<file path="src/rtl/core/ebs_pkg.sv">
// Shared types and constants for the edge burst segmenter.
// No dependencies; imported by every module of the block.
package ebs_pkg;

   localparam int MAX_EDGES_DEFAULT = 1024;

   localparam int KIND_W       = 2;
   localparam int TIME_W       = 32;
   localparam int ID_W         = 32;
   localparam int KEPT_W       = 11;
   localparam int GAP_W        = 20;
   localparam int MIN_W        = 11;
   localparam int CSR_IDX_W    = 1;
   localparam int CSR_DATA_W   = 20;
   localparam int REQ_USER_W   = 8;
   localparam int REQ_DATA_W   = 32;
   localparam int RSP_DATA_W   = 112;

   localparam logic [GAP_W-1:0] GAP_RESET = GAP_W'(25000);
   localparam logic [MIN_W-1:0] MIN_RESET = MIN_W'(10);

   typedef enum logic [KIND_W-1:0] {
      KIND_EDGE  = 2'd0,
      KIND_TICK  = 2'd1,
      KIND_CLEAR = 2'd2
   } kind_type;

   typedef enum logic [CSR_IDX_W-1:0] {
      CSR_GAP_THRESHOLD = 1'd0,
      CSR_MIN_EDGES     = 1'd1
   } csr_index_type;

   typedef struct packed {
      logic [KIND_W-1:0] kind;
      logic [TIME_W-1:0] time_us;
   } item_type;

   typedef struct packed {
      logic [TIME_W-1:0]       span_us;
      logic [TIME_W-1:0]       start_time_us;
      logic                    truncated;
      logic [KEPT_W-1:0]       kept_edges;
      logic [ID_W-1:0]         burst_id;
   } result_type;

   typedef struct packed {
      logic                  we;
      csr_index_type         index;
      logic [CSR_DATA_W-1:0] wdata;
   } csr_write_type;

endpackage

</file>
<file path="src/rtl/core/ebs_in_reg.sv">
// Input register stage of the edge burst segmenter.
// Depends on ebs_pkg for the item type.
module ebs_in_reg (
   input  logic              clock,
   input  logic              reset,
   input  logic              req_tvalid,
   output logic              req_tready,
   input  ebs_pkg::item_type req_item,
   input  logic              advance,
   output logic              item_fire,
   output ebs_pkg::item_type item
);
   import ebs_pkg::*;

   logic     valid_ff, valid_in;
   item_type item_ff, item_in;
   logic     take;

   assign req_tready = !valid_ff || advance;
   assign take       = req_tvalid && req_tready;
   assign item_fire  = valid_ff && advance;
   assign item       = item_ff;

   always_comb begin
      valid_in = valid_ff;
      item_in  = item_ff;
      if (take) begin
         valid_in = 1'b1;
         item_in  = req_item;
      end else if (advance) begin
         valid_in = 1'b0;
      end
   end

   always_ff @(posedge clock) begin
      if (reset) begin
         valid_ff <= 1'b0;
      end else begin
         valid_ff <= valid_in;
      end
   end

   always_ff @(posedge clock) begin
      item_ff <= item_in;
   end

endmodule

</file>
<file path="src/rtl/core/ebs_core.sv">
// Burst state, configuration registers and close/report decision.
// Depends on ebs_pkg for item, result and register-write types.
module ebs_core #(
   parameter int MAX_EDGES = ebs_pkg::MAX_EDGES_DEFAULT
) (
   input  logic                   clock,
   input  logic                   reset,
   input  ebs_pkg::csr_write_type csr,
   input  logic                   item_fire,
   input  ebs_pkg::item_type      item,
   output logic                   res_valid,
   output ebs_pkg::result_type    res
);
   import ebs_pkg::*;

   localparam int CNT_W = $clog2(MAX_EDGES + 1);
   localparam int CMP_W = (CNT_W > MIN_W) ? CNT_W : MIN_W;
   localparam logic [CNT_W-1:0] MAX_CNT = CNT_W'(MAX_EDGES);

   logic [GAP_W-1:0]  gap_thr_ff, gap_thr_in;
   logic [MIN_W-1:0]  min_edges_ff, min_edges_in;
   logic [CNT_W-1:0]  cnt_ff, cnt_in;
   logic              ovf_ff, ovf_in;
   logic [TIME_W-1:0] last_edge_ff, last_edge_in;
   logic [TIME_W-1:0] first_ff, first_in;
   logic [TIME_W-1:0] last_kept_ff, last_kept_in;
   logic [ID_W-1:0]   next_id_ff, next_id_in;

   logic [TIME_W-1:0] gap;
   logic              exceeded, close, report;
   logic [CNT_W-1:0]  cnt_eff;
   logic              ovf_eff;
   logic [CMP_W-1:0]  cnt_ext;

   assign gap      = item.time_us - last_edge_ff;
   assign exceeded = (cnt_ff != '0) && (gap > TIME_W'(gap_thr_ff));
   assign cnt_ext  = CMP_W'(cnt_ff);

   always_comb begin
      gap_thr_in   = gap_thr_ff;
      min_edges_in = min_edges_ff;
      if (csr.we) begin
         case (csr.index)
            CSR_GAP_THRESHOLD: gap_thr_in   = csr.wdata[GAP_W-1:0];
            CSR_MIN_EDGES:     min_edges_in = csr.wdata[MIN_W-1:0];
            default: ;
         endcase
      end
   end

   always_comb begin
      close        = 1'b0;
      cnt_in       = cnt_ff;
      ovf_in       = ovf_ff;
      last_edge_in = last_edge_ff;
      first_in     = first_ff;
      last_kept_in = last_kept_ff;
      case (kind_type'(item.kind))
         KIND_EDGE: begin
            close        = exceeded;
            last_edge_in = item.time_us;
         end
         KIND_TICK: close = exceeded;
         KIND_CLEAR: begin
            cnt_in       = '0;
            ovf_in       = 1'b0;
            last_edge_in = '0;
         end
         default: ;
      endcase
      cnt_eff = close ? '0 : cnt_ff;
      ovf_eff = close ? 1'b0 : ovf_ff;
      if (item.kind == KIND_EDGE) begin
         if (cnt_eff < MAX_CNT) begin
            if (cnt_eff == '0) begin
               first_in = item.time_us;
            end
            last_kept_in = item.time_us;
            cnt_in       = cnt_eff + CNT_W'(1);
            ovf_in       = ovf_eff;
         end else begin
            ovf_in = 1'b1;
         end
      end else if (close) begin
         cnt_in = '0;
         ovf_in = 1'b0;
      end
      report     = close && (cnt_ext >= CMP_W'(min_edges_ff));
      next_id_in = report ? next_id_ff + ID_W'(1) : next_id_ff;
   end

   always_ff @(posedge clock) begin
      if (reset) begin
         gap_thr_ff   <= GAP_RESET;
         min_edges_ff <= MIN_RESET;
         cnt_ff       <= '0;
         ovf_ff       <= 1'b0;
         last_edge_ff <= '0;
         first_ff     <= '0;
         last_kept_ff <= '0;
         next_id_ff   <= ID_W'(1);
      end else begin
         gap_thr_ff   <= gap_thr_in;
         min_edges_ff <= min_edges_in;
         if (item_fire) begin
            cnt_ff       <= cnt_in;
            ovf_ff       <= ovf_in;
            last_edge_ff <= last_edge_in;
            first_ff     <= first_in;
            last_kept_ff <= last_kept_in;
            next_id_ff   <= next_id_in;
         end
      end
   end

   assign res_valid         = item_fire && report;
   assign res.burst_id      = next_id_ff;
   assign res.kept_edges    = cnt_ext[KEPT_W-1:0];
   assign res.truncated     = ovf_ff;
   assign res.start_time_us = first_ff;
   assign res.span_us       = last_kept_ff - first_ff;

endmodule

</file>
<file path="src/rtl/core/ebs_out_reg.sv">
// Result register stage of the edge burst segmenter.
// Depends on ebs_pkg for the result type.
module ebs_out_reg (
   input  logic                clock,
   input  logic                reset,
   input  logic                res_valid,
   input  ebs_pkg::result_type res,
   output logic                free,
   output logic                rsp_tvalid,
   input  logic                rsp_tready,
   output ebs_pkg::result_type rsp_res
);
   import ebs_pkg::*;

   logic       valid_ff, valid_in;
   result_type res_ff, res_in;

   assign free       = !valid_ff || rsp_tready;
   assign rsp_tvalid = valid_ff;
   assign rsp_res    = res_ff;

   always_comb begin
      valid_in = valid_ff;
      res_in   = res_ff;
      if (free) begin
         valid_in = res_valid;
         if (res_valid) begin
            res_in = res;
         end
      end
   end

   always_ff @(posedge clock) begin
      if (reset) begin
         valid_ff <= 1'b0;
      end else begin
         valid_ff <= valid_in;
      end
   end

   always_ff @(posedge clock) begin
      res_ff <= res_in;
   end

endmodule

</file>
<file path="src/rtl/core/edge_burst_segmenter.sv">
// Edge burst segmenter: groups edge timestamps into bursts split by silence.
// Input register holds each item; a result is registered in the result register.
// One item per cycle unless a result stalls; burst state updates once per item.
// Reset (synchronous): no item held, no result pending, registers at defaults.
// Depends on ebs_pkg, ebs_in_reg, ebs_core and ebs_out_reg.
module edge_burst_segmenter #(
   parameter int MAX_EDGES = ebs_pkg::MAX_EDGES_DEFAULT
) (
   input  logic                             clock,
   input  logic                             reset,
   input  logic                             req_tvalid,
   output logic                             req_tready,
   input  logic [ebs_pkg::REQ_DATA_W-1:0]   req_tdata,  // [31:0] time_us
   input  logic [ebs_pkg::REQ_USER_W-1:0]   req_tuser,  // [1:0] kind
   output logic                             rsp_tvalid,
   input  logic                             rsp_tready,
   // [31:0] burst_id, [42:32] kept_edges, [43] truncated,
   // [75:44] start_time_us, [107:76] span_us
   output logic [ebs_pkg::RSP_DATA_W-1:0]   rsp_tdata,
   input  logic                             csr_we,
   input  logic [ebs_pkg::CSR_IDX_W-1:0]    csr_index,
   input  logic [ebs_pkg::CSR_DATA_W-1:0]   csr_wdata
);
   import ebs_pkg::*;

   item_type      req_item, item;
   csr_write_type csr;
   result_type    res, rsp_res;
   logic          free, item_fire, res_valid;

   assign req_item.kind    = req_tuser[KIND_W-1:0];
   assign req_item.time_us = req_tdata[TIME_W-1:0];
   assign csr.we           = csr_we;
   assign csr.index        = csr_index_type'(csr_index);
   assign csr.wdata        = csr_wdata;

   ebs_in_reg u_in_reg (
      .clock      (clock),
      .reset      (reset),
      .req_tvalid (req_tvalid),
      .req_tready (req_tready),
      .req_item   (req_item),
      .advance    (free),
      .item_fire  (item_fire),
      .item       (item)
   );

   ebs_core #(
      .MAX_EDGES (MAX_EDGES)
   ) u_core (
      .clock     (clock),
      .reset     (reset),
      .csr       (csr),
      .item_fire (item_fire),
      .item      (item),
      .res_valid (res_valid),
      .res       (res)
   );

   ebs_out_reg u_out_reg (
      .clock      (clock),
      .reset      (reset),
      .res_valid  (res_valid),
      .res        (res),
      .free       (free),
      .rsp_tvalid (rsp_tvalid),
      .rsp_tready (rsp_tready),
      .rsp_res    (rsp_res)
   );

   assign rsp_tdata = RSP_DATA_W'(rsp_res);

   a_reset_clears: assert property (@(posedge clock) reset |=> !rsp_tvalid)
      else $error("result pending after reset");

   a_stall_cause: assert property (@(posedge clock) disable iff (reset)
      !req_tready |-> (rsp_tvalid && !rsp_tready))
      else $error("input stalled without a blocked result");

   a_result_from_item: assert property (@(posedge clock) disable iff (reset)
      res_valid |-> item_fire)
      else $error("result without a consumed item");

   a_no_overwrite: assert property (@(posedge clock) disable iff (reset)
      res_valid |-> (!rsp_tvalid || rsp_tready))
      else $error("pending result overwritten");

endmodule
</file>
<file path="config.mk">
export PLATFORM = sky130hd
export DESIGN_NAME = edge_burst_segmenter
export DESIGN_NICKNAME = d
export VERILOG_FILES = /design/src/rtl/core/ebs_pkg.sv /design/src/rtl/core/ebs_in_reg.sv /design/src/rtl/core/ebs_core.sv /design/src/rtl/core/ebs_out_reg.sv /design/src/rtl/core/edge_burst_segmenter.sv
export SDC_FILE = /design/constraint.sdc
export NUM_CORES = 1
export LEC_CHECK = 0
export ABC_AREA = 1
export ABC_CLOCK_PERIOD_IN_PS = 8029
export BUFFER_PORTS_ARGS = -buffer_cell sky130_fd_sc_hd__buf_2
export CORE_MARGIN = 3
export CORE_UTILIZATION = 45
export DETAILED_ROUTE_END_ITERATION = 6
export SLEW_MARGIN = 20
export SYNTH_ARGS = -nofsm -noshare
export SYNTH_HDL_FRONTEND = slang
export SYNTH_SLANG_ARGS = --single-unit
</file>
<file path="constraint.sdc">
create_clock -name clock -period 8.03 [get_ports clock]
set_input_delay 0.803 -clock clock [delete_from_list [all_inputs] [get_ports clock]]
set_output_delay 0.803 -clock clock [all_outputs]
set_load 0.05 [all_outputs]
</file>
### Word level (Yosys, flattened, before mapping)

Cells that the tools add are included.

| cells by class | value |
|---|---|
| add/sub/neg operators | 4 |
| order comparisons | 3 |
| eq/ne operators | 3 |
| muxes and demuxes | 14 |
| bitwise operators | 1 |
| reduce and logical (&&, ||, !) cells | 24 |

Operators by type and width:

| cell | number |
|---|---|
| one-hot mux 32 bit (2 select lines) | 1 |
| subtractor 32 bit | 2 |
| 2-to-1 mux 11 bit | 5 |
| adder 32 x 1 -> 32 bit, second input constant | 1 |
| greater-than comparator 32 x 20 -> 1 bit | 1 |
| adder 11 x 1 -> 11 bit, second input constant | 1 |
| greater-or-equal comparator 11 bit | 1 |
| logical NOT 11 bit | 1 |
| < comparator 11 bit, second input constant | 1 |
| nonzero test 11 bit | 1 |
| AND reduction 2 bit | 5 |
| 2-to-1 mux 1 bit | 8 |
| AND reduction 3 bit | 2 |
| logical AND 1 bit | 5 |
| AND reduction 4 bit | 1 |
| nonzero test 2 bit | 2 |
| inequality test 3 x 2 -> 1 bit, second input constant | 1 |
| nonzero test 3 bit | 1 |
| == test 2 x 1 -> 1 bit, second input constant | 1 |
| == test 2 bit, second input constant | 1 |
| logical NOT 1 bit | 2 |
| logical NOT 2 bit | 1 |
| logical OR 1 bit | 2 |
| OR reduction 2 bit | 1 |
| NOT 1 bit | 1 |

| storage, ports and cells | value |
|---|---|
| flip-flop bits (word level) | 315 |
| output and inout port bits | 114 |
| word-level logic and storage cells | 66 |

### Depth between registers and ports, before layout

Gate-level depths: netlist of the first run.

| logic depth | value |
|---|---|
| word-level depth | 8 |
| depth in mapped cells | 38 |
| depth with buffers taken out | 37 |

### By module

A second synthesis of the first run with hierarchy kept.

| second synthesis, totals | value |
|---|---|
| cell total of the unflattened synthesis | 1975 |
| area, all modules | 16279.4 um^2 |

Modules (own cells, without submodules):

| module | times used | cells an instance | area each (um^2) | seq. area each (um^2) |
|---|---|---|---|---|
| ebs_core | 1 | 1814 | 11878.9 | 3423.3 |
| ebs_out_reg | 1 | 114 | 3290.7 | 3263.1 |
| ebs_in_reg | 1 | 42 | 1076.0 | 1041.0 |
| edge_burst_segmenter | 1 | 5 | 33.8 | 0.0 |

### Worst setup path after synthesis of the first run

OpenSTA, ideal clock, no wires.

| timing path | value |
|---|---|
| path kind | register to register |
| start | register u_in_reg.item_ff (netlist bit u_in_reg.item[0]) |
| end | register u_out_reg.res_ff (netlist bit u_out_reg.rsp_res[0]) (enable) |
| setup time | 0.392 ns |
| data arrival time | 3.938 ns |
| setup slack | 3.700 ns |
| stages on the path, launching flop included | 33 |
| buffers on the path | 2 |
| period minus slack after synthesis | 4.330 ns |
| cell sequence | edfxtp_1 -> inv_1 -> ha_1 -> inv_1 -> fa_1 -> nand2_1 -> nand2_1 -> nand3_1 -> nand2_1 -> nand2_1 -> nand2_1 -> xor2_1 -> ha_1 -> nand2_1 -> nor2_1 -> nand2_1 -> nor2_1 -> nand2_1 -> nand3_1 -> nand2_1 -> nand2_1 -> nand2_1 -> nand2_1 -> inv_1 -> nand2_1 -> nor2_1 -> nand2_1 -> nand2_2 -> buf_6 -> nor2_4 -> nand2_4 -> inv_2 -> buf_4 |

| on the way | value |
|---|---|
| word-level cells in the longest chain between the ends | 7 |

RTL lines:

| item | line | source |
|---|---|---|
| start, declared | ebs_in_reg.sv:16 | `item_type item_ff, item_in;` |
| start signal, assigned | ebs_in_reg.sv:44 | `item_ff <= item_in;` |
| subtractor 32 bit | ebs_core.sv:35 | `assign gap = item.time_us - last_edge_ff;` |
| greater-than comparator 32 x 20 -> 1 bit | ebs_core.sv:36 | `assign exceeded = (cnt_ff != '0) && (gap > TIME_W'(gap_thr_ff));` |
| logical AND 1 bit | ebs_core.sv:36 |  |
| 2-to-1 mux 1 bit | ebs_core.sv:58 | `case (kind_type'(item.kind))` |
| logical AND 1 bit | ebs_core.sv:88 | `report = close && (cnt_ext >= CMP_W'(min_edges_ff));` |
| logical AND 1 bit | ebs_core.sv:116 | `assign res_valid = item_fire && report;` |
| AND reduction 2 bit (no source line) | n/a |  |
| end signal, assigned | ebs_out_reg.sv:42 | `res_ff <= res_in;` |
| end, declared | ebs_out_reg.sv:16 | `result_type res_ff, res_in;` |

Every way passes these cells.
A chain may end at the register's enable or synchronous reset.

### Worst setup path in the final report of the first run

| timing path | value |
|---|---|
| start | register u_in_reg.item_ff (netlist bit u_in_reg.item[0]) |
| end | register u_out_reg.res_ff (netlist bit u_out_reg.rsp_res[72]) (enable) |

The elaborated chain is that of the path after synthesis.

==> results.yml, run 1 <==
drt:
  firstDrtPassIters: 5
  drc: 0
  via_per_inst: 5.02
  postRouteAntennaNets: 0
  routed_wl_um: 38300
  num_vias: 13100
  wire_per_inst_um: 14.7
  dr.first_iter.drc_count: 595
clock_network:
  ctsHtreeMaxLevel: 2
  cts_tree: "yes"
  cts_resized: 0
  cts_hold_buf: 0
  cts_setup_buffers: 0
  clock_sinks: 315
  clock_latency_ns: 0.54
  cts_buffers: 35
  cts.clk_slew.worst_paths_ns: 0.06
  root_buffer: "clkbuf_16"
  clockBufferDepth: 3
synthesis:
  synth_xor_area_frac: 0.0282
  synthCells: 1968
  synth-compound-area-share: 0.122
  ys_warn_count: 0
  synth_edf_count: 142
  yosys.area.top_type: "edfxtp_1"
  synth_cell_types: 54
  yosys.area.top_type_share: 0.264
  yosys.area_share.simple: 0.203
  synth-seq-cells: 315
  synth_fa_ha_area_frac: 0.0767
  async_reset_ff_frac: 0
  synth_top_family_by_area: "simple AND/OR/NAND/NOR gates"
  ys_seq_area_frac: 0.478
  synthTopCellsByArea: "edfxtp_1 (26%), dfxtp_1 (21%), nand2_1 (11%)"
  synth_flop_cell: "dfxtp_1"
  synth.cell_area_mm2: 0.0162
  synth.area.mux_share: 0
  syn_avg_cell_area_um2: 8.22
cells_and_area:
  fin_nets: 2296
  final_cell_mix: "nand2_1 (460), inv_1 (315), a21oi_1 (183), dfxtp_1 (173), buf_2 (169)"
  final_common_cell: "nand2_1"
  fin_area_mm2: 0.0186
  regArea_mm2: 0.00773
  multiInputGateArea_mm2: 0.00699
  drive_above_1_share: 0.128
  fillCellCount: 3300
  synthToLayoutAreaGrowth_pct: 14.8
timing:
  slew_viol_final: 0
  finalCriticalPeriod_ns: 5.45
  clock_skew_ns: 0.0193
  min_period_over_period: 0.678
  rsz0062_at_grt: "false"
  final-setup-viol-count: 0
  worst_pin_slew_ns: 1.04
  fmax_mhz: 184
  finalSetupTns_ns: 0
  finalHoldViolCount: 0
  slew_headroom: 0.304
grt:
  first_global_vias: 12400
  overflow: 0
  antenna_found_initial: 1
  grt_start_max_net_pins: 78
  groute.usage.overall: 0.197
  grt_pass1_wl_um: 62300
placed_design:
  gp_congestion: 0.915
  place_area_mm2: 0.0174
  port-buffer-count: 169
  dp_hpwl_um: 28800
power:
  leakagePower_nw: 7.94
  ir_drop_mv: 0.148
  p_per_area_mw_per_mm2: 216
setup_path:
  startpoint_type: "flip-flop"
  path_buf_inv: 5
  critPathSlowestCell: "inv_4"
  path_delay_family: "simple AND/OR/NAND/NOR gates"
  cp.required_ns: 8.22
  crit_fanout: 71
  arrival_ns: 5.64
  critical-path-max-stage-delay_ns: 0.66
  crit_type: "flip-flop to flip-flop"
  critPathCaptureType: "flip-flop"
  timing.critical_path.mode_cell: "nand2_1"
floorplan:
  die_area_mm2: 0.0383
  io_pins: 180
  fp.dieW_um: 196
  die_h_um: 196
  core_area_mm2: 0.0350
  rows: 68
  start_util: 0.463
run:
  maxCapViolCount: 0
worst_hold_path:
  hp-class: "flip-flop to flip-flop"
run_status:
  run_status: "finished clean"
## routing by layer
metal / wire, um / track usage
met1: 18700 / 0.279
met2: 16900 / 0.314
met3: 1800 / 0.0290
met4: 941 / 0.0586
met5: 0 / 0
## state kept, by name, summed over array words and instances (netlist names)
register              count
u_core.cnt_ext           11
u_core.first_ff          32
u_core.gap_thr_ff        20
u_core.last_edge_ff      32
u_core.last_kept_ff      32
u_core.min_edges_ff      11
u_core.next_id_ff        32
u_core.ovf_ff             1
u_in_reg.item            34
u_in_reg.valid_ff         1
u_out_reg.rsp_res       108
u_out_reg.rsp_tvalid      1
## where the power goes
part	internal (mW)	switching (mW)	total, mW
registers	1.75	0.0348	1.79
clock network	0.945	0.638	1.58
logic	0.207	0.427	0.634
## Yosys cell counts, types with 2 or more instances
master	count
nand2_1	460
inv_1	315
a21oi_1	183
dfxtp_1	173
edfxtp_1	142
nor2_1	128
o21ai_0	113
ha_1	96
nand3_1	48
nor3_1	40
xor2_1	39
clkbuf_1	30
a31oi_1	19
nand4_1	19
o21ai_1	19
nand2_2	13
xnor2_1	13
o211ai_1	12
nor4_1	10
nor2_2	9
buf_2	7
buf_4	7
buf_6	6
nor2_4	6
nor3_2	5
nor3b_1	5
o21bai_1	5
a211oi_1	4
nand3b_1	4
and3_1	3
clkbuf_2	3
nand2_4	3
o21a_1	3
a21boi_0	2
a21o_1	2
fa_1	2
inv_2	2
nor3b_2	2
## through the flow
stage          total power [mW]  hold WS [ns]   util  cells  setup WS, ns
6_report                   4.00         0.428  0.531   2615          2.58
5_1_grt                    4.20         0.424  0.531   2615          2.11
4_1_cts                    4.05         0.416  0.531   2614          2.55
3_5_place_dp               2.45         0.417  0.498   2550          2.58
3_3_place_gp               2.44         0.413  0.498   2550          2.63
2_1_floorplan              2.29         0.408      -   1971          3.70
## layout make-up
type                    count  area share
flip-flops and latches    315       0.416
multi-input cells        1285       0.377
inverters                 318      0.0644
clock buffers              57      0.0571
repair buffers            177      0.0495
well taps                 455      0.0307
clock inverters             7     0.00532
diodes                      1    0.000135
## worst reg2reg max path, delay by kind of cell (launching register included)
family	cells	cell delay, ns
and+or+nand+nor	22	2.35
buffers and inverters	5	1.29
adders and majority gates	3	0.83
DFF	1	0.38
xor gates and xnor gates	1	0.18
## logic make-up (layout without fill, tap and decap cells)
family | count (synthesis) | after routing
compound gates | 370 | 370
flops | 315 | 315
simple gates | 761 | 761
fa+ha+maj | 98 | 98
buf+inv | 371 | 559
xor+xnor | 52 | 52
other cells | 1 | 5
## worst paths after layout
check,startpoint,end,slack [ns],depth (start not counted)
max reg2reg,u_in_reg.item[0],u_out_reg.rsp_res[72],2.58,31
max,u_in_reg.item[0],u_out_reg.rsp_res[72],2.58,31
min,u_core.first_ff[3],u_out_reg.rsp_res[47],0.43,0
min reg2reg,u_core.first_ff[3],u_out_reg.rsp_res[47],0.43,0
Power figures use the tool's default switching activity.
==> run 2: changes to the inputs <==
--- a/config.mk
+++ b/config.mk
@@ -5,12 +5,13 @@
 export SDC_FILE = /design/constraint.sdc
 export NUM_CORES = 1
 export LEC_CHECK = 0
-export ABC_AREA = 1
-export ABC_CLOCK_PERIOD_IN_PS = 8029
+export ABC_AREA = 0
+export ABC_CLOCK_PERIOD_IN_PS = 4500
 export BUFFER_PORTS_ARGS = -buffer_cell sky130_fd_sc_hd__buf_2
 export CORE_MARGIN = 3
 export CORE_UTILIZATION = 45
 export DETAILED_ROUTE_END_ITERATION = 6
+export PLACE_DENSITY = 0.66
 export SLEW_MARGIN = 20
 export SYNTH_ARGS = -nofsm -noshare
 export SYNTH_HDL_FRONTEND = slang
==> constraint.sdc (replaced) <==
create_clock -name clock -period 4.5 [get_ports clock]
set_input_delay 0.45 -clock clock [delete_from_list [all_inputs] [get_ports clock]]
set_output_delay 0.45 -clock clock [all_outputs]
set_load 0.05 [all_outputs]
==> results.yml, run 2 <==
run_status:
  run_status: "finished, violations left"
  violations: "setup timing"
power:
  p_per_area_mw_per_mm2: 359
  ir_drop_mv: 0.219
  leakagePower_nw: 7.85
cells_and_area:
  drive_above_1_share: 0.234
  final_common_cell: "dfxtp_1"
  final_cell_mix: "dfxtp_1 (173), buf_2 (168), edfxtp_1 (142), a21oi_1 (140), nand2_1 (131)"
  final_util: 0.584
  largest_reg_flops: 108
  fillCellCount: 2897
  synthToLayoutAreaGrowth_pct: 25.9
  fin_nets: 2016
clock_network:
  cts_tree: "yes"
  clock_latency_ns: 0.54
  ctsHtreeMaxLevel: 2
  clock_sinks: 315
  root_buffer: "clkbuf_16"
  cts_buffers: 36
  clockBufferDepth: 3
  cts_hold_buf: 0
  cts.clk_slew.worst_paths_ns: 0.06
setup_path:
  critical-path-max-stage-delay_ns: 0.52
  rr_endpoint: "u_out_reg.rsp_res[14]"
  startpoint_type: "flip-flop"
  path_delay_family: "compound AO/OA/AOI/OAI gates"
  ff2ff_path_depth: 28
  crit_type: "flip-flop to flip-flop"
  timing.critical_path.mode_cell: "buf_6"
  critPathSlowestCell: "or4_4"
  path_buf_inv: 8
  crit_fanout: 16
  path_depth: 28
  r2r_setup_slack_ns: -1.18
  arrival_ns: 5.95
  cp.required_ns: 4.77
  rr_startpoint: "u_in_reg.item[1]"
  critPathCaptureType: "flip-flop"
synthesis:
  synth.cell_area_mm2: 0.0158
  yosys.area.top_type_share: 0.270
  ys_warn_count: 0
  syn_avg_cell_area_um2: 10.1
  ys_seq_area_frac: 0.489
  synth_cell_types: 85
  synthCells: 1570
  synth_edf_count: 142
  async_reset_ff_frac: 0
  yosysMostFrequentCell: "dfxtp_1"
  synth_flop_cell: "dfxtp_1"
  synth-seq-cells: 315
  synthTopCellsByArea: "edfxtp_1 (27%), dfxtp_1 (22%), ha_1 (7.6%)"
  synth_common_cells: "dfxtp_1 (173), a21oi_1 (148), edfxtp_1 (142)"
  yosys.area.top_type: "edfxtp_1"
floorplan:
  rows: 67
  fp.dieW_um: 193
  core_area_mm2: 0.0340
  die_h_um: 193
  die_area_mm2: 0.0374
  io_pins: 180
  start_util: 0.464
drt:
  num_vias: 12500
  firstDrtPassIters: 5
  wire_per_inst_um: 17.2
  via_per_inst: 5.37
  routed_wl_um: 40100
  drc: 0
  postRouteAntennaNets: 0
  dr.first_iter.drc_count: 797
timing:
  min_period_over_period: 1.26
  final-setup-viol-count: 217
  layout_setup_ws_ns: -1.18
  rsz0062_at_grt: "true"
  whs_ns: 0.0922
  slew_headroom: 0.298
  finalHoldViolCount: 0
  clock_skew_ns: 0.0316
  finalCriticalPeriod_ns: 5.68
  fmax_mhz: 176
  slew_viol_final: 0
  worst_pin_slew_ns: 1.05
worst_hold_path:
  holdPathStages: 1
  worstHoldEndpoint: "u_in_reg.item[33]"
  hp-start: "req_tuser[1]"
  hp-class: "primary input to flip-flop"
placed_design:
  port-buffer-count: 169
  dp_hpwl_um: 25800
  gp_congestion: 0.866
grt:
  groute.usage.overall: 0.206
  grt_start_max_net_pins: 122
  first_global_vias: 12200
  grt_pass1_wl_um: 63800
  overflow: 0
  antenna_found_initial: 1
run:
  maxCapViolCount: 0
==> run 2: changes by cell type in the layout (fill, tap and decap cells not counted), sizes merged, moves of 28 or more <==
cell,change
a21oi,-34
buf,+131
inv,-197
mux2i,+66
nand2,-345
nand2b,+83
nor2,-46
nor3,-31
o21ai,-84
or4,+28
==> run 2: final cells by class <==
class | count | area [um^2] | area share
well taps | 448 | 561 | 0.0282
clock buffers | 54 | 1030 | 0.0518
repair buffers | 313 | 2500 | 0.126
flip-flops and latches | 315 | 7730 | 0.389
inverters | 122 | 462 | 0.0232
clock inverters | 12 | 123 | 0.00617
multi-input cells | 1064 | 7470 | 0.376
diodes | 1 | 2.50 | 0.000126
==> run 2: how the worst max path moves through the flow <==
| stage | start | endpoint | slack (ns) |
|---|---|---|---|
| floorplan | u_in_reg.item[1] | u_out_reg.rsp_res[0] | -1.78 |
| global placement | u_in_reg.item[1] | u_core.cnt_ext[8] | -1.08 |
| detailed placement | u_in_reg.item[1] | u_core.cnt_ext[8] | -1.25 |
| CTS | u_in_reg.item[1] | u_core.cnt_ext[8] | -1.08 |
| global route | u_in_reg.item[1] | u_core.cnt_ext[8] | -1.54 |
| finish | u_in_reg.item[1] | u_out_reg.rsp_res[14] | -1.18 |
==> run 2: cells by family (layout without fill, tap and decap cells) <==
logic type               after synthesis  in the layout  share of synthesized area
flip-flops                           315            315                      0.489
multiplexers                          69             69                     0.0440
other                                  1              5                   0.000238
buffers and inverters                195            501                     0.0527
AO/OA/AOI/OAI                        348            349                      0.144
adder cells (fa/ha/maj)               98             98                     0.0786
AND/OR/NAND/NOR                      494            494                      0.163
XOR/XNOR                              50             50                     0.0277
==> run 2: routing by layer <==
metal  wire [um]  GRT usage  vias up
met3        1950     0.0329       80
li1            -          -     6179
met5           0          0        -
met4        1290     0.0699        0
met1       18200      0.281     5940
met2       18600      0.338      314
==> run 2: through the flow <==
stage               power (mW)  area [um^2]  worst slack [ns]  TNS [ns]  cells
floorplan                 3.91        15900             -1.78   -235.72   1573
global placement          4.22        17700             -1.08   -130.04   2215
detailed placement        4.24        17700             -1.25   -160.11   2215
CTS                       7.16        19600             -1.08   -182.25   2317
global route              7.44        19900             -1.54   -300.31   2329
finish                    7.13        19900             -1.18   -225.58   2329
==> run 2: repair_timing <==
item / 4_1_cts / 5_1_grt
gates resized for setup: 30 / 37
pin swaps: 20 / 27
gates cloned: 15 / 2
setup endpoints to repair: 217 / 217
buffers inserted: 21 / 9
==> run 2: where the power goes <==
group / total [mW] / switching (mW) / leakage [nW] / internal (mW)
clock network: 2.86 / 1.15 / 0.554 / 1.70
registers: 3.13 / 0.0535 / 2.86 / 3.08
logic: 1.14 / 0.615 / 4.44 / 0.528
total: 7.13 / 1.82 / 7.85 / 5.31
==> run 3: changes to the inputs <==
--- a/config.mk
+++ b/config.mk
@@ -6,12 +6,11 @@
 export NUM_CORES = 1
 export LEC_CHECK = 0
 export ABC_AREA = 0
-export ABC_CLOCK_PERIOD_IN_PS = 4500
+export ABC_CLOCK_PERIOD_IN_PS = 7350
 export BUFFER_PORTS_ARGS = -buffer_cell sky130_fd_sc_hd__buf_2
 export CORE_MARGIN = 3
 export CORE_UTILIZATION = 45
 export DETAILED_ROUTE_END_ITERATION = 6
-export PLACE_DENSITY = 0.66
 export SLEW_MARGIN = 20
 export SYNTH_ARGS = -nofsm -noshare
 export SYNTH_HDL_FRONTEND = slang
==> constraint.sdc (replaced) <==
create_clock -name clock -period 7.35 [get_ports clock]
set_input_delay 0.735 -clock clock [delete_from_list [all_inputs] [get_ports clock]]
set_output_delay 0.735 -clock clock [all_outputs]
set_load 0.05 [all_outputs]
==> results.yml, run 3 (synthesis results as in run 2) <==
setup_path:
  critical-path-max-stage-delay_ns: 0.61
  r2r_setup_slack_ns: 0.75
  rr_endpoint: "u_core.cnt_ext[8]"
  critPathCaptureType: "flip-flop"
  cp.required_ns: 7.71
  arrival_ns: 6.96
  startpoint_type: "flip-flop"
  path_buf_inv: 1
  path_delay_family: "simple AND/OR/NAND/NOR gates"
  crit_type: "flip-flop to flip-flop"
  crit_fanout: 16
  crit_start: "u_in_reg.item[1]"
  critPathSlowestCell: "or4_1"
  rr_startpoint: "u_in_reg.item[1]"
  ff2ff_path_depth: 29
clock_network:
  clockBufferDepth: 3
  root_buffer: "clkbuf_16"
  ctsHtreeMaxLevel: 2
  cts_buffers: 35
  cts_resized: 0
  cts_setup_buffers: 0
  cts.clk_slew.worst_paths_ns: 0.06
  cts_tree: "yes"
  clock_latency_ns: 0.51
  clock_sinks: 315
  cts_hold_buf: 0
timing:
  finalCriticalPeriod_ns: 6.60
  rsz0062_at_grt: "false"
  clock_skew_ns: 0.0160
  finalSetupTns_ns: 0
  worst_pin_slew_ns: 1.05
  final-setup-viol-count: 0
  min_period_over_period: 0.898
  whs_ns: 0.398
  layout_setup_ws_ns: 0.748
  finalHoldViolCount: 0
  fmax_mhz: 151
  slew_viol_final: 0
  slew_headroom: 0.298
cells_and_area:
  drive_above_1_share: 0.151
  final_common_cell: "dfxtp_1"
  fin_nets: 1881
  final_util: 0.533
  synthToLayoutAreaGrowth_pct: 15.0
  largest_reg_flops: 108
  final_cell_mix: "dfxtp_1 (173), buf_2 (168), a21oi_1 (148), edfxtp_1 (142), nand2_1 (131)"
grt:
  first_global_vias: 11100
  overflow: 0
  grt_start_max_net_pins: 80
  antenna_found_initial: 4
  grt_pass1_wl_um: 57600
  groute.usage.overall: 0.183
placed_design:
  dp_slack_ns: 0.751
  dp_hpwl_um: 24500
  port-buffer-count: 169
  gp_congestion: 0.835
floorplan:
  start_util: 0.464
  fp.dieW_um: 193
  rows: 67
  die_h_um: 193
  die_area_mm2: 0.0374
  core_area_mm2: 0.0340
  io_pins: 180
worst_hold_path:
  hp-class: "primary input to flip-flop"
  holdPathStages: 1
  worstHoldEndpoint: "u_in_reg.item[13]"
  hp-start: "req_tdata[13]"
drt:
  num_vias: 11600
  via_per_inst: 5.29
  firstDrtPassIters: 5
  dr.first_iter.drc_count: 715
  wire_per_inst_um: 16.0
  routed_wl_um: 35100
  postRouteAntennaNets: 0
  drc: 0
run:
  maxCapViolCount: 0
power:
  leakagePower_nw: 6.98
  p_per_area_mw_per_mm2: 237
  report.power.total_mw: 4.30
  ir_drop_mv: 0.155
run_status:
  run_status: "finished clean"
-- run 3: cell types whose count changed in the layout (fill, tap and decap cells not counted), moves of 6 or more --
cell     previous run  this run
a21oi_1           140       148
a21oi_2             9         1
buf_12             10         1
buf_16             13         0
buf_4             101        10
buf_6              14         1
o21ai_0            34        42
o21ai_1             9         3
or4_1              18        28
or4_4              10         0
-- run 3: worst max path at each step --
stage,endpoint,slack (ns),depth (start not counted)
floorplan,u_out_reg.rsp_res[0],0.59,21
global placement,u_core.cnt_ext[8],0.83,32
detailed placement,u_core.cnt_ext[8],0.75,32
CTS,u_core.cnt_ext[8],0.70,32
global route,u_core.cnt_ext[8],0.04,30
finish,u_core.cnt_ext[8],0.75,29
-- run 3: metal layers --
layer,vias to the layer above,global-route usage,part of all wire
li1,5895,-,-
met1,5430,0.261,0.48
met2,237,0.292,0.45
met3,52,0.0292,0.041
met4,2,0.0485,0.020
met5,-,0,0.00037
-- run 3: worst reg2reg max path, delay by kind of cell (launching register included) --
family          cells  cell delay, ns
compound gates     12            2.29
fa+ha+maj           3            0.81
simple gates       12            2.53
buf+inv             1            0.23
xor+xnor            1            0.15
flops               1            0.47
-- run 3: per-stage QoR --
stage               cells  instance area, um^2
floorplan            1573                15800
global placement     2128                16900
detailed placement   2128                16900
CTS                  2191                18100
global route         2194                18200
finish               2194                18200
-- run 3: layout make-up --
cell class,count,area [um^2]
Tap cell,448,561
Antenna cell,3,7.51
Fill cell,3149,15900
Clock inverter,10,149
Clock buffer,53,1050
Inverter,122,460
Timing Repair Buffer,180,947
Multi-Input combinational cell,1063,7260
Sequential cell,315,7730
-- run 3: power breakdown --
part,leakage (nW),switching (mW),internal [mW]
combinational,3.55,0.332,0.241
clock,0.579,0.683,1.12
sequential,2.86,0.0356,1.88
total,6.98,1.05,3.25
